[src/hdl/iois_pkg.sv]
// Package for the insertion-ordered integer set: sizes, request kinds and
// the command/status structs between controller and datapath. No dependencies.
package iois_pkg;

    localparam int CAPACITY = 32;
    localparam int IDX_W    = $clog2(CAPACITY);
    localparam int CNT_W    = $clog2(CAPACITY + 1);
    localparam int VAL_W    = 32;
    localparam int SLOT_W   = 5;
    localparam int MCNT_W   = 6;

    typedef enum logic [1:0] {
        KIND_ADD    = 2'd0,
        KIND_REMOVE = 2'd1,
        KIND_LOOKUP = 2'd2,
        KIND_CLEAR  = 2'd3
    } t_kind;

    // controller -> datapath
    typedef struct packed {
        logic load;     // item accepted: capture it, restart the walk
        logic rd_srch;  // read member at walk index
        logic cmp;      // compare read member against the value
        logic rd_shf;   // read member one past walk index
        logic wr_shf;   // write it back one place lower, advance
        logic finish;   // commit count/append, load result register
    } t_cmd;

    // datapath -> controller
    typedef struct packed {
        logic srch_end;   // clear, or walk reached count
        logic match;      // read member equals the value
        logic is_remove;
        logic shf_end;    // no later member left to move
        logic rsp_free;   // result register can take a new item
    } t_sts;

endpackage

[src/hdl/iois_if.sv]
// Valid/ready channels for requests and results of the integer set.
// Depends on iois_pkg.
interface iois_req_if;
    import iois_pkg::*;
    logic                    valid;
    logic                    ready;
    logic [1:0]              kind;
    logic signed [VAL_W-1:0] value;

    modport source (output valid, kind, value, input ready);
    modport sink   (input valid, kind, value, output ready);
endinterface

interface iois_rsp_if;
    import iois_pkg::*;
    logic              valid;
    logic              ready;
    logic              done_res;
    logic              was_member;
    logic              full_error;
    logic [SLOT_W-1:0] slot;
    logic [MCNT_W-1:0] member_count;

    modport source (output valid, done_res, was_member, full_error, slot, member_count,
                    input ready);
    modport sink   (input valid, done_res, was_member, full_error, slot, member_count,
                    output ready);
endinterface

[src/hdl/iois_ctrl.sv]
// Sequencer for the set: search walk, compacting shift, result hand-off.
// Depends on iois_pkg.
module iois_ctrl (
    input  logic          i_clk,
    input  logic          i_rst_n,
    input  logic          i_req_valid,
    output logic          o_req_ready,
    input  iois_pkg::t_sts i_sts,
    output iois_pkg::t_cmd o_cmd
);
    import iois_pkg::*;

    typedef enum logic [5:0] {
        S_IDLE     = 6'b000001,
        S_SRCH_RD  = 6'b000010,
        S_SRCH_CMP = 6'b000100,
        S_SHF_RD   = 6'b001000,
        S_SHF_WR   = 6'b010000,
        S_DONE     = 6'b100000
    } t_state;

    t_state r_state, n_state;

    always_ff @(posedge i_clk) begin
        if (!i_rst_n) begin
            r_state <= S_IDLE;
        end else begin
            r_state <= n_state;
        end
    end

    assign o_req_ready = (r_state == S_IDLE);

    always_comb begin
        n_state = r_state;
        o_cmd   = '0;
        case (r_state)
            S_IDLE: begin
                if (i_req_valid) begin
                    o_cmd.load = 1'b1;
                    n_state    = S_SRCH_RD;
                end
            end
            S_SRCH_RD: begin
                if (i_sts.srch_end) begin
                    n_state = S_DONE;
                end else begin
                    o_cmd.rd_srch = 1'b1;
                    n_state       = S_SRCH_CMP;
                end
            end
            S_SRCH_CMP: begin
                o_cmd.cmp = 1'b1;
                if (i_sts.match) begin
                    n_state = i_sts.is_remove ? S_SHF_RD : S_DONE;
                end else begin
                    n_state = S_SRCH_RD;
                end
            end
            S_SHF_RD: begin
                if (i_sts.shf_end) begin
                    n_state = S_DONE;
                end else begin
                    o_cmd.rd_shf = 1'b1;
                    n_state      = S_SHF_WR;
                end
            end
            S_SHF_WR: begin
                o_cmd.wr_shf = 1'b1;
                n_state      = S_SHF_RD;
            end
            S_DONE: begin
                if (i_sts.rsp_free) begin
                    o_cmd.finish = 1'b1;
                    n_state      = S_IDLE;
                end
            end
            default: begin
                n_state = S_IDLE;
            end
        endcase
    end

endmodule

[src/hdl/iois_dpath.sv]
// Datapath of the set: member memory, count, walk index, result register.
// Depends on iois_pkg and iois_if.
module iois_dpath (
    input  logic           i_clk,
    input  logic           i_rst_n,
    iois_req_if.sink       i_req,
    iois_rsp_if.source     o_rsp,
    input  iois_pkg::t_cmd i_cmd,
    output iois_pkg::t_sts o_sts
);
    import iois_pkg::*;

    logic [VAL_W-1:0] r_mem [CAPACITY];
    logic [VAL_W-1:0] r_rd_data;

    t_kind            r_kind;
    logic [VAL_W-1:0] r_value;
    logic [CNT_W-1:0] r_count, n_count;
    logic [CNT_W-1:0] r_idx;
    logic [IDX_W-1:0] r_pos;
    logic             r_found;

    logic              r_out_vld;
    logic              r_out_done;
    logic              r_out_was;
    logic              r_out_full;
    logic [SLOT_W-1:0] r_out_slot;
    logic [MCNT_W-1:0] r_out_cnt;

    logic [CNT_W-1:0] idx_nxt;
    logic             set_full;
    logic             add_ok;
    logic             rem_ok;
    logic             done_res;
    logic             wr_en;
    logic [IDX_W-1:0] wr_addr;
    logic [VAL_W-1:0] wr_data;
    logic [IDX_W-1:0] rd_addr;

    assign idx_nxt  = r_idx + CNT_W'(1);
    assign set_full = (r_count == CNT_W'(CAPACITY));
    assign add_ok   = (r_kind == KIND_ADD) && !r_found && !set_full;
    assign rem_ok   = (r_kind == KIND_REMOVE) && r_found;
    assign done_res = add_ok || rem_ok || ((r_kind == KIND_LOOKUP) && r_found);

    always_comb begin
        case (r_kind)
            KIND_CLEAR:  n_count = '0;
            KIND_ADD:    n_count = add_ok ? r_count + CNT_W'(1) : r_count;
            KIND_REMOVE: n_count = rem_ok ? r_count - CNT_W'(1) : r_count;
            default:     n_count = r_count;
        endcase
    end

    // one write port: shift write-back, or append on finish
    assign wr_en   = i_cmd.wr_shf || (i_cmd.finish && add_ok);
    assign wr_addr = i_cmd.wr_shf ? r_idx[IDX_W-1:0] : r_count[IDX_W-1:0];
    assign wr_data = i_cmd.wr_shf ? r_rd_data : r_value;
    assign rd_addr = i_cmd.rd_shf ? idx_nxt[IDX_W-1:0] : r_idx[IDX_W-1:0];

    always_ff @(posedge i_clk) begin
        if (wr_en) begin
            r_mem[wr_addr] <= wr_data;
        end
        if (i_cmd.rd_srch || i_cmd.rd_shf) begin
            r_rd_data <= r_mem[rd_addr];
        end
    end

    // walk state
    always_ff @(posedge i_clk) begin
        if (i_cmd.load) begin
            r_kind  <= t_kind'(i_req.kind);
            r_value <= i_req.value;
            r_idx   <= '0;
            r_found <= 1'b0;
            r_pos   <= '0;
        end else if (i_cmd.cmp) begin
            if (r_rd_data == r_value) begin
                r_found <= 1'b1;
                r_pos   <= r_idx[IDX_W-1:0];
            end else begin
                r_idx <= idx_nxt;
            end
        end else if (i_cmd.wr_shf) begin
            r_idx <= idx_nxt;
        end
    end

    always_ff @(posedge i_clk) begin
        if (!i_rst_n) begin
            r_count   <= '0;
            r_out_vld <= 1'b0;
        end else begin
            if (i_cmd.finish) begin
                r_count   <= n_count;
                r_out_vld <= 1'b1;
            end else if (o_rsp.ready) begin
                r_out_vld <= 1'b0;
            end
        end
    end

    always_ff @(posedge i_clk) begin
        if (i_cmd.finish) begin
            r_out_done <= done_res;
            r_out_was  <= r_found;
            r_out_full <= (r_kind == KIND_ADD) && !r_found && set_full;
            r_out_slot <= SLOT_W'(r_pos);
            r_out_cnt  <= MCNT_W'(n_count);
        end
    end

    assign o_sts.srch_end  = (r_kind == KIND_CLEAR) || (r_idx == r_count);
    assign o_sts.match     = (r_rd_data == r_value);
    assign o_sts.is_remove = (r_kind == KIND_REMOVE);
    assign o_sts.shf_end   = (idx_nxt >= r_count);
    assign o_sts.rsp_free  = !r_out_vld || o_rsp.ready;

    assign o_rsp.valid        = r_out_vld;
    assign o_rsp.done_res     = r_out_done;
    assign o_rsp.was_member   = r_out_was;
    assign o_rsp.full_error   = r_out_full;
    assign o_rsp.slot         = r_out_slot;
    assign o_rsp.member_count = r_out_cnt;

    a_count_range: assert property (@(posedge i_clk) disable iff (!i_rst_n)
        r_count <= CNT_W'(CAPACITY))
        else $error("member count above capacity");

    a_count_on_finish: assert property (@(posedge i_clk) disable iff (!i_rst_n)
        ($past(i_rst_n) && (r_count != $past(r_count))) |-> $past(i_cmd.finish))
        else $error("member count changed outside finish");

    a_shift_in_range: assert property (@(posedge i_clk) disable iff (!i_rst_n)
        i_cmd.wr_shf |-> (idx_nxt < r_count))
        else $error("shift write beyond last member");

    a_rsp_exclusive: assert property (@(posedge i_clk) disable iff (!i_rst_n)
        r_out_vld |-> !(r_out_full && (r_out_done || r_out_was)))
        else $error("full error reported together with success or membership");

endmodule

[src/hdl/insertion_ordered_integer_set_core.sv]
// Insertion-ordered integer set, top level: controller plus datapath.
// Each member searched or moved takes a read, then a compare or write state; a last
// read state ends the walk, and S_DONE registers the result once the result register
// is free. Longest: absent value on a full set, remove of slot 0. One item at a time;
// the next is taken the cycle after a result is registered, while it may still wait.
// Reset: member count zero, result register empty; member memory is not cleared.
module insertion_ordered_integer_set_core (
    input  logic       i_clk,
    input  logic       i_rst_n,
    iois_req_if.sink   i_req,
    iois_rsp_if.source o_rsp
);
    import iois_pkg::*;

    t_cmd cmd;
    t_sts sts;

    iois_ctrl u_ctrl (
        .i_clk       (i_clk),
        .i_rst_n     (i_rst_n),
        .i_req_valid (i_req.valid),
        .o_req_ready (i_req.ready),
        .i_sts       (sts),
        .o_cmd       (cmd)
    );

    iois_dpath u_dpath (
        .i_clk   (i_clk),
        .i_rst_n (i_rst_n),
        .i_req   (i_req),
        .o_rsp   (o_rsp),
        .i_cmd   (cmd),
        .o_sts   (sts)
    );

endmodule
[src/flat_wrapper.sv]
// flat-port wrapper written by rule: the top's interface ports become plain ports
module insertion_ordered_integer_set_core_flat import iois_pkg::*;
  (i_clk, i_rst_n, i_req_valid, i_req_kind, i_req_value, i_req_ready, o_rsp_valid, o_rsp_done_res, o_rsp_was_member, o_rsp_full_error, o_rsp_slot, o_rsp_member_count, o_rsp_ready);
  iois_req_if i_req_i ();
  iois_rsp_if o_rsp_i ();
  input  logic i_clk;
  input  logic i_rst_n;
  input wire logic [$bits(i_req_i.valid)-1:0] i_req_valid;
  input wire logic [$bits(i_req_i.kind)-1:0] i_req_kind;
  input wire logic [$bits(i_req_i.value)-1:0] i_req_value;
  output wire logic [$bits(i_req_i.ready)-1:0] i_req_ready;
  output wire logic [$bits(o_rsp_i.valid)-1:0] o_rsp_valid;
  output wire logic [$bits(o_rsp_i.done_res)-1:0] o_rsp_done_res;
  output wire logic [$bits(o_rsp_i.was_member)-1:0] o_rsp_was_member;
  output wire logic [$bits(o_rsp_i.full_error)-1:0] o_rsp_full_error;
  output wire logic [$bits(o_rsp_i.slot)-1:0] o_rsp_slot;
  output wire logic [$bits(o_rsp_i.member_count)-1:0] o_rsp_member_count;
  input wire logic [$bits(o_rsp_i.ready)-1:0] o_rsp_ready;
  assign i_req_i.valid = i_req_valid;
  assign i_req_i.kind = i_req_kind;
  assign i_req_i.value = i_req_value;
  assign i_req_ready = i_req_i.ready;
  assign o_rsp_valid = o_rsp_i.valid;
  assign o_rsp_done_res = o_rsp_i.done_res;
  assign o_rsp_was_member = o_rsp_i.was_member;
  assign o_rsp_full_error = o_rsp_i.full_error;
  assign o_rsp_slot = o_rsp_i.slot;
  assign o_rsp_member_count = o_rsp_i.member_count;
  assign o_rsp_i.ready = o_rsp_ready;
  insertion_ordered_integer_set_core u_core (.i_clk(i_clk), .i_rst_n(i_rst_n), .i_req(i_req_i), .o_rsp(o_rsp_i));
endmodule
[config.mk]
export PLATFORM = sky130hd
export DESIGN_NAME = insertion_ordered_integer_set_core_flat
export DESIGN_NICKNAME = d
export VERILOG_FILES = /design/src/hdl/iois_pkg.sv /design/src/hdl/iois_if.sv /design/src/hdl/iois_ctrl.sv /design/src/hdl/iois_dpath.sv /design/src/hdl/insertion_ordered_integer_set_core.sv /design/src/flat_wrapper.sv
export SDC_FILE = /design/constraint.sdc
export NUM_CORES = 1
export LEC_CHECK = 0
export ABC_AREA = 1
export BUFFER_PORTS_ARGS = -buffer_cell sky130_fd_sc_hd__buf_2
export CAP_MARGIN = 30
export CORE_ASPECT_RATIO = 1.1
export CORE_MARGIN = 2
export CORE_UTILIZATION = 45
export CTS_CLUSTER_DIAMETER = 120
export DETAILED_ROUTE_END_ITERATION = 10
export MAX_ROUTING_LAYER = met4
export PLACE_DENSITY = 0.65
export SLEW_MARGIN = 20
export SYNTH_ARGS = -nofsm -noshare
export SYNTH_HDL_FRONTEND = slang
export SYNTH_SLANG_ARGS = --single-unit
export TNS_END_PERCENT = 50
[constraint.sdc]
create_clock -name i_clk -period 9.5 [get_ports i_clk]
set_clock_uncertainty 0.2 [all_clocks]
set_input_delay 0.95 -clock i_clk [delete_from_list [all_inputs] [get_ports i_clk]]
set_output_delay 0.95 -clock i_clk [all_outputs]
set_load 0.1 [all_outputs]
### After elaboration in Yosys (flattened, before gate mapping)

Memories as Yosys holds them, arrays and structs flattened. A register that Yosys moved wholly into a read port is not among the register bits.
Cells that the tools add are included.
Widths: inputs -> output; s select.

* mux-type cells: 30
* $lt $le $gt $ge: 1
* equal/unequal tests: 15
* reduce and logical (&&, ||, !) cells: 21
* add/sub/neg operators: 3

Operator list (number)
* $mux 6: 11
* $pmux 6 s6: 1
* $eq 32x32->1: 1
* $mux 32: 1
* $pmux 6 s3: 1
* $mux 1: 14
* $add 6x1->6 const B: 2
* $eq 6x6->1 const B: 2
* $mux 5: 2
* $eq 6x1->1 const B: 1
* $eq 6x2->1 const B: 1
* $eq 6x3->1 const B: 1
* $eq 6x4->1 const B: 1
* $eq 6x5->1 const B: 1
* $eq 6x6->1: 1
* $ge 6x6->1: 1
* $logic_and 1x1->1: 6
* $logic_or 1x1->1: 6
* $reduce_and 2->1: 3
* $sub 6x1->6 const B: 1
* $eq 2x2->1 const B: 2
* $ne 2x2->1 const B: 2
* $reduce_bool 2->1: 2
* $logic_not 1->1: 3
* other kinds (3): 3

* register bits after elaboration: 73
* input bits: 38
* bits in writable memories: 1024
* word-level logic and storage cells: 84
* output and inout bits: 16
* memories kept: 1

Memory list
* u_core.u_dpath.r_mem: depth 32, width 32, read ports 1, clocked after memory_dff 1, wr ports 1, line iois_dpath.sv:13 `logic [VAL_W-1:0] r_mem [CAPACITY];`

### Logic depth before layout (Yosys ltp)

* depth in word-level cells: 8
* gate-level depth with buffers: 23
* gate-level depth less buffers: 19

### Worst setup path after synthesis

Ideal clock, no wire load.

* path kind: flip-flop to flip-flop
* start point: register u_core.u_ctrl.r_state[2]
* end point: register u_core.u_dpath.r_kind[0], enable pin
* slack: 3.733 ns
* library setup time: 0.393 ns
* data arrival time: 5.174 ns
* cell stages (with the launch flop): 6
* cells stage by stage: dfxtp_1 -> nor2_1 -> inv_1 -> nor4_1 -> nand2_1 -> inv_1

RTL lines
* start: declaration: line iois_ctrl.sv:22 `t_state r_state, n_state;`
* start signal: assignment: line iois_ctrl.sv:28 `r_state <= n_state;`
* end signal: assignment: line iois_dpath.sv:73 `r_kind <= t_kind'(i_req.kind);`
* end: declaration: line iois_dpath.sv:16 `t_kind r_kind;`

### Worst setup path in the final report

* start point: register u_core.u_dpath.r_idx[0]
* end point: register u_core.u_dpath.r_rd_data[6], read port of u_core.u_dpath.r_mem, data pin

* cells in the longest elaborated chain, start to end: 5
* elaborated cells on any way between the ends: 10
* those cells by class: add/sub (1); order compare (1); eq/ne (1); mux (5); reduce/logical (2)

RTL lines
* start: declaration: line iois_dpath.sv:19 `logic [CNT_W-1:0] r_idx;`
* start signal: assignment: line iois_dpath.sv:83 `r_idx <= idx_nxt;`
* start signal: assignment: line iois_dpath.sv:86 `r_idx <= idx_nxt;`
* $add 6x1->6 *: line iois_dpath.sv:40 `assign idx_nxt = r_idx + CNT_W'(1);`
* named net u_core.u_dpath.idx_nxt[3]: line iois_dpath.sv:30 `logic [CNT_W-1:0] idx_nxt;`
* $ge 6x6->1: line iois_dpath.sv:117 `assign o_sts.shf_end = (idx_nxt >= r_count);`
* $mux 1: line iois_ctrl.sv:61 `if (i_sts.shf_end) begin`
* $mux 1: line iois_ctrl.sv:37 `case (r_state)`
* $mux 5 / $logic_or 1x1->1 (equally long branches): line iois_dpath.sv:59, iois_dpath.sv:65
* end: declaration: line iois_dpath.sv:14 `logic [VAL_W-1:0] r_rd_data;`

The timed path passes the listed nets; every way through them passes the cells marked *.
A chain may end at the register's enable or synchronous reset.

==> results.txt <==
By startpoint and endpoint, the worst setup path is classified as flop to flop. In this run the vertical extent of the chip is 353 um. Setup repair after global routing left no endpoint under its margin. For the pin with the worst max-slew slack, the measured transition is 1110 ps. The floorplan has 128 rows. In this run the power density over the cells is 194 nW/um^2. In the post-synthesis netlist, the biggest area contributors are sky130_fd_sc_hd__edfxtp_1 66%, sky130_fd_sc_hd__nand3_1 9.5%, sky130_fd_sc_hd__nand2_1 8.8%, sky130_fd_sc_hd__inv_1 7.7%, sky130_fd_sc_hd__buf_2 1.4%. The capturing element type of the critical path is a flop.

A synthesized cell averages 10.4 um^2. The tools report the leftover overflow at the end of global routing as 0. CTS placed an instance of sky130_fd_sc_hd__clkbuf_16 at the clock tree root. The repair_antennas step left the layout with diodes totalling 0.

For this design the static power due to leakage is 23.3 nW. After detailed routing, the total wire length is 138 mm. The synthesized netlist contains 37 unique library cells. Hold timing on the final database bottoms out at a slack of 229 ps.

The Yosys step of the flow raised 0 warnings. The run finished with clean final reports. Per-cell via count in the routed design: 5.32.

At the end of the flow, the number of nets in the layout was 4862. The die covers 113000 um^2. The count of buffers added on input and output ports is 53.

By count the netlist is led by 1173 x sky130_fd_sc_hd__nand2_1, 1104 x sky130_fd_sc_hd__edfxtp_1, 1019 x sky130_fd_sc_hd__inv_1. The share of the clock period used by the worst path after layout came out at 0.577. The number of global-route vias before repair is 32300. Biggest area consumer among synthesized cells: sky130_fd_sc_hd__edfxtp_1. Max-cap violations in this run came to 0.

The highest achievable clock rate is 0.182 GHz, and the detailed placer's ending HPWL is 68.6 mm. The remaining number of nets flagged by the antenna check after routing was 0; the layout overhead on the synthesized area was 11.6%. The logs give 114 for the number of CTS-inserted buffers and 4551 for the initial detailed-routing violation count. For this run, the leading register cell type out of synthesis is sky130_fd_sc_hd__edfxtp_1.

The gate count of the mapped netlist is 4807, and the length of the first detailed-routing pass in iterations is 5. Most numerous cell in the Yosys netlist: sky130_fd_sc_hd__nand2_1. The area of the core was 110000 um^2. Clock input transition at the sequential cells of the worst setup and hold paths: 60 ps.

The run gives 1 as the number of antenna violations at the first check in global routing. The tightest min-delay check is of the input pin to flop type. The share of the synthesized area in the top cell type is 0.665, and the pin count of the biggest net entering global routing is 174.

STA puts the critical path data required time at 9730 ps. The clock reaches the later pin of the worst-skew pair after 700 ps. The proportion of synthesized flip-flops having asynchronous set or reset is 0. The area of the mapped netlist came out at 49900 um^2.

The number of synthesized register bits is 1129, and the final hold violation count is 0. The congestion estimate from routability-driven global placement came to 0.845. The die span in x is 321 um, and the sequential area share after synthesis is 0.675. The final max-slew violation count was 0. The number of top-level pins came out at 54. Along the worst path, the maximum fanout reaches 77.

The final critical path time including I/O delays and setup works out to 5480 ps. The via count came out at 33800. The number of synthesized flops with an enable pin was 1104. Dividing the detail-routed wire length by the instance count gives 21.8 um. After routing, the total negative slack on setup checks comes to 0 ps. The share of layout cells above drive strength 1 is 0.0769, and the final count of negative-setup-slack endpoints is 0.

TritonCTS built the clock tree. The wire length of the first global-routing pass was 206 mm. For the total nets after synthesis, the log shows 4854. The overall routing resource usage came out at 0.250.

Post-CTS repair changed the size of 0 cells. Setup fix buffers added after clock tree synthesis: 0. The max-slew headroom at the worst pin is 0.263. The post-route DRC violation count was 0; the maximum clock path buffer count was 3. The starting density of the core was 0.452; the number of sinks on the clock net was 1129.

The tools report the count of hold buffers inserted by post-cts repair as 0. Arrival time at the worst endpoint: 5710 ps. The startpoint type of the worst setup path was a flop.

The worst IR drop on VDD is 153 uV. The H-tree was split into 3 levels.
==> worst max-delay path, stage by stage, from the launching register on <==
cell                      delay [ps]
sky130_fd_sc_hd__dfxtp_1         510
sky130_fd_sc_hd__nand3_1         170
sky130_fd_sc_hd__xor2_1          360
sky130_fd_sc_hd__inv_1            80
sky130_fd_sc_hd__ha_1            300
sky130_fd_sc_hd__nand2_1          70
sky130_fd_sc_hd__nand2_1          70
sky130_fd_sc_hd__a21oi_2         340
sky130_fd_sc_hd__nand2_1         150
sky130_fd_sc_hd__nor2_4          240
sky130_fd_sc_hd__o21ai_4          60
sky130_fd_sc_hd__buf_4           300
sky130_fd_sc_hd__inv_6           600
sky130_fd_sc_hd__buf_4           830
sky130_fd_sc_hd__nand3_1         190
sky130_fd_sc_hd__nand3_1         170
sky130_fd_sc_hd__nand2_1         140
sky130_fd_sc_hd__nand2_1         100
sky130_fd_sc_hd__nand2_1          60
==> metrics by stage <==
step                instance area (um^2)  total power [mW]  setup WS [ps]  utilization  std cells
finish                             55600              10.8           4020        0.504       6343
CTS                                55500              10.8           4160        0.503       6340
floorplan                          49900              6.10           3730            -       4807
global route                       55600              11.1           3850        0.504       6343
global placement                   51600              6.29           4080        0.468       6118
detailed placement                 51800              6.31           4190        0.469       6126
==> path summary, 6_finish.rpt <==
check	from	end	slack [ps]	cells past startpoint
max	u_core.u_dpath.r_idx[0]	u_core.u_dpath.r_rd_data[6]	4020	18
min	i_req_value[30]	u_core.u_dpath.r_value[30]	230	1
max reg2reg	u_core.u_dpath.r_idx[0]	u_core.u_dpath.r_rd_data[6]	4020	18
min reg2reg	u_core.u_dpath.r_pos[0]	u_core.u_dpath.o_rsp.slot[0]	240	0
==> routing by layer <==
layer	track usage	routed length, um	vias up
li1	-	-	15600
met1	0.328	55700	16300
met2	0.402	65900	1520
met3	0.0289	11400	274
met4	0.0946	5250	0
met5	-	0	-
==> state kept, by name (all words and copies together), names as in the netlist <==
name	cells
u_core.u_dpath.r_mem	1024
u_core.u_dpath.r_rd_data	32
u_core.u_dpath.r_value	32
u_core.u_ctrl.r_state	6
u_core.u_dpath.o_rsp.member_count	6
u_core.u_dpath.r_count	6
u_core.u_dpath.r_idx	6
u_core.u_dpath.o_rsp.slot	5
u_core.u_dpath.r_pos	5
u_core.u_dpath.r_kind	2
u_core.u_dpath.o_rsp.done_res	1
u_core.u_dpath.o_rsp.full_error	1
u_core.u_dpath.o_rsp.valid	1
u_core.u_dpath.o_rsp.was_member	1
u_core.u_dpath.r_found	1
==> area by class of cell <==
type / instances / area (um^2)
clock buffers: 138 / 3050
clock inverters: 76 / 744
fillers: 9579 / 54700
inverters: 1023 / 3850
multi-input cells: 2421 / 11500
flip-flops and latches: 1129 / 33700
well taps: 1430 / 1790
repair buffers: 126 / 1010
==> layout by cell type, fill, tap and decap left out, types with 5 or more instances in the layout <==
| cell type | count |
|---|---|
| sky130_fd_sc_hd__nand2_1 | 1170 |
| sky130_fd_sc_hd__edfxtp_1 | 1104 |
| sky130_fd_sc_hd__inv_1 | 1016 |
| sky130_fd_sc_hd__nand3_1 | 950 |
| sky130_fd_sc_hd__clkbuf_16 | 119 |
| sky130_fd_sc_hd__nand3b_1 | 65 |
| sky130_fd_sc_hd__buf_4 | 59 |
| sky130_fd_sc_hd__buf_2 | 54 |
| sky130_fd_sc_hd__nor2_1 | 38 |
| sky130_fd_sc_hd__nor2_4 | 34 |
| sky130_fd_sc_hd__clkinv_1 | 30 |
| sky130_fd_sc_hd__mux2_2 | 28 |
| sky130_fd_sc_hd__clkinv_2 | 25 |
| sky130_fd_sc_hd__dfxtp_1 | 25 |
| sky130_fd_sc_hd__o21ai_0 | 24 |
| sky130_fd_sc_hd__a21oi_1 | 22 |
| sky130_fd_sc_hd__xor2_1 | 20 |
| sky130_fd_sc_hd__clkbuf_1 | 19 |
| sky130_fd_sc_hd__xnor2_1 | 16 |
| sky130_fd_sc_hd__bufinv_16 | 15 |
| sky130_fd_sc_hd__nand4_1 | 10 |
| sky130_fd_sc_hd__ha_1 | 9 |
| sky130_fd_sc_hd__nor4_1 | 7 |
| sky130_fd_sc_hd__buf_16 | 7 |
| sky130_fd_sc_hd__o21ai_4 | 5 |
==> kinds of logic (layout without fill, tap and decap cells) <==
logic type / Yosys count / after routing / synth area share
fa+ha+maj: 9 / 9 / 0.00226
simple gates: 2285 / 2285 / 0.203
mux: 28 / 28 / 0.00632
xor+xnor: 36 / 36 / 0.00632
compound gates: 63 / 63 / 0.00685
buf+inv: 1257 / 1363 / 0.101
flops: 1129 / 1129 / 0.675
==> report_power, final <==
part,total (mW),leakage (nW),internal [mW],switching (mW)
Clock,4.58,1.86,2.68,1.91
Sequential,5.76,10.1,5.72,0.0459
Combinational,0.445,11.3,0.0724,0.373
Total,10.8,23.3,8.47,2.33
Note: power is estimated with default switching activity, not from simulation.
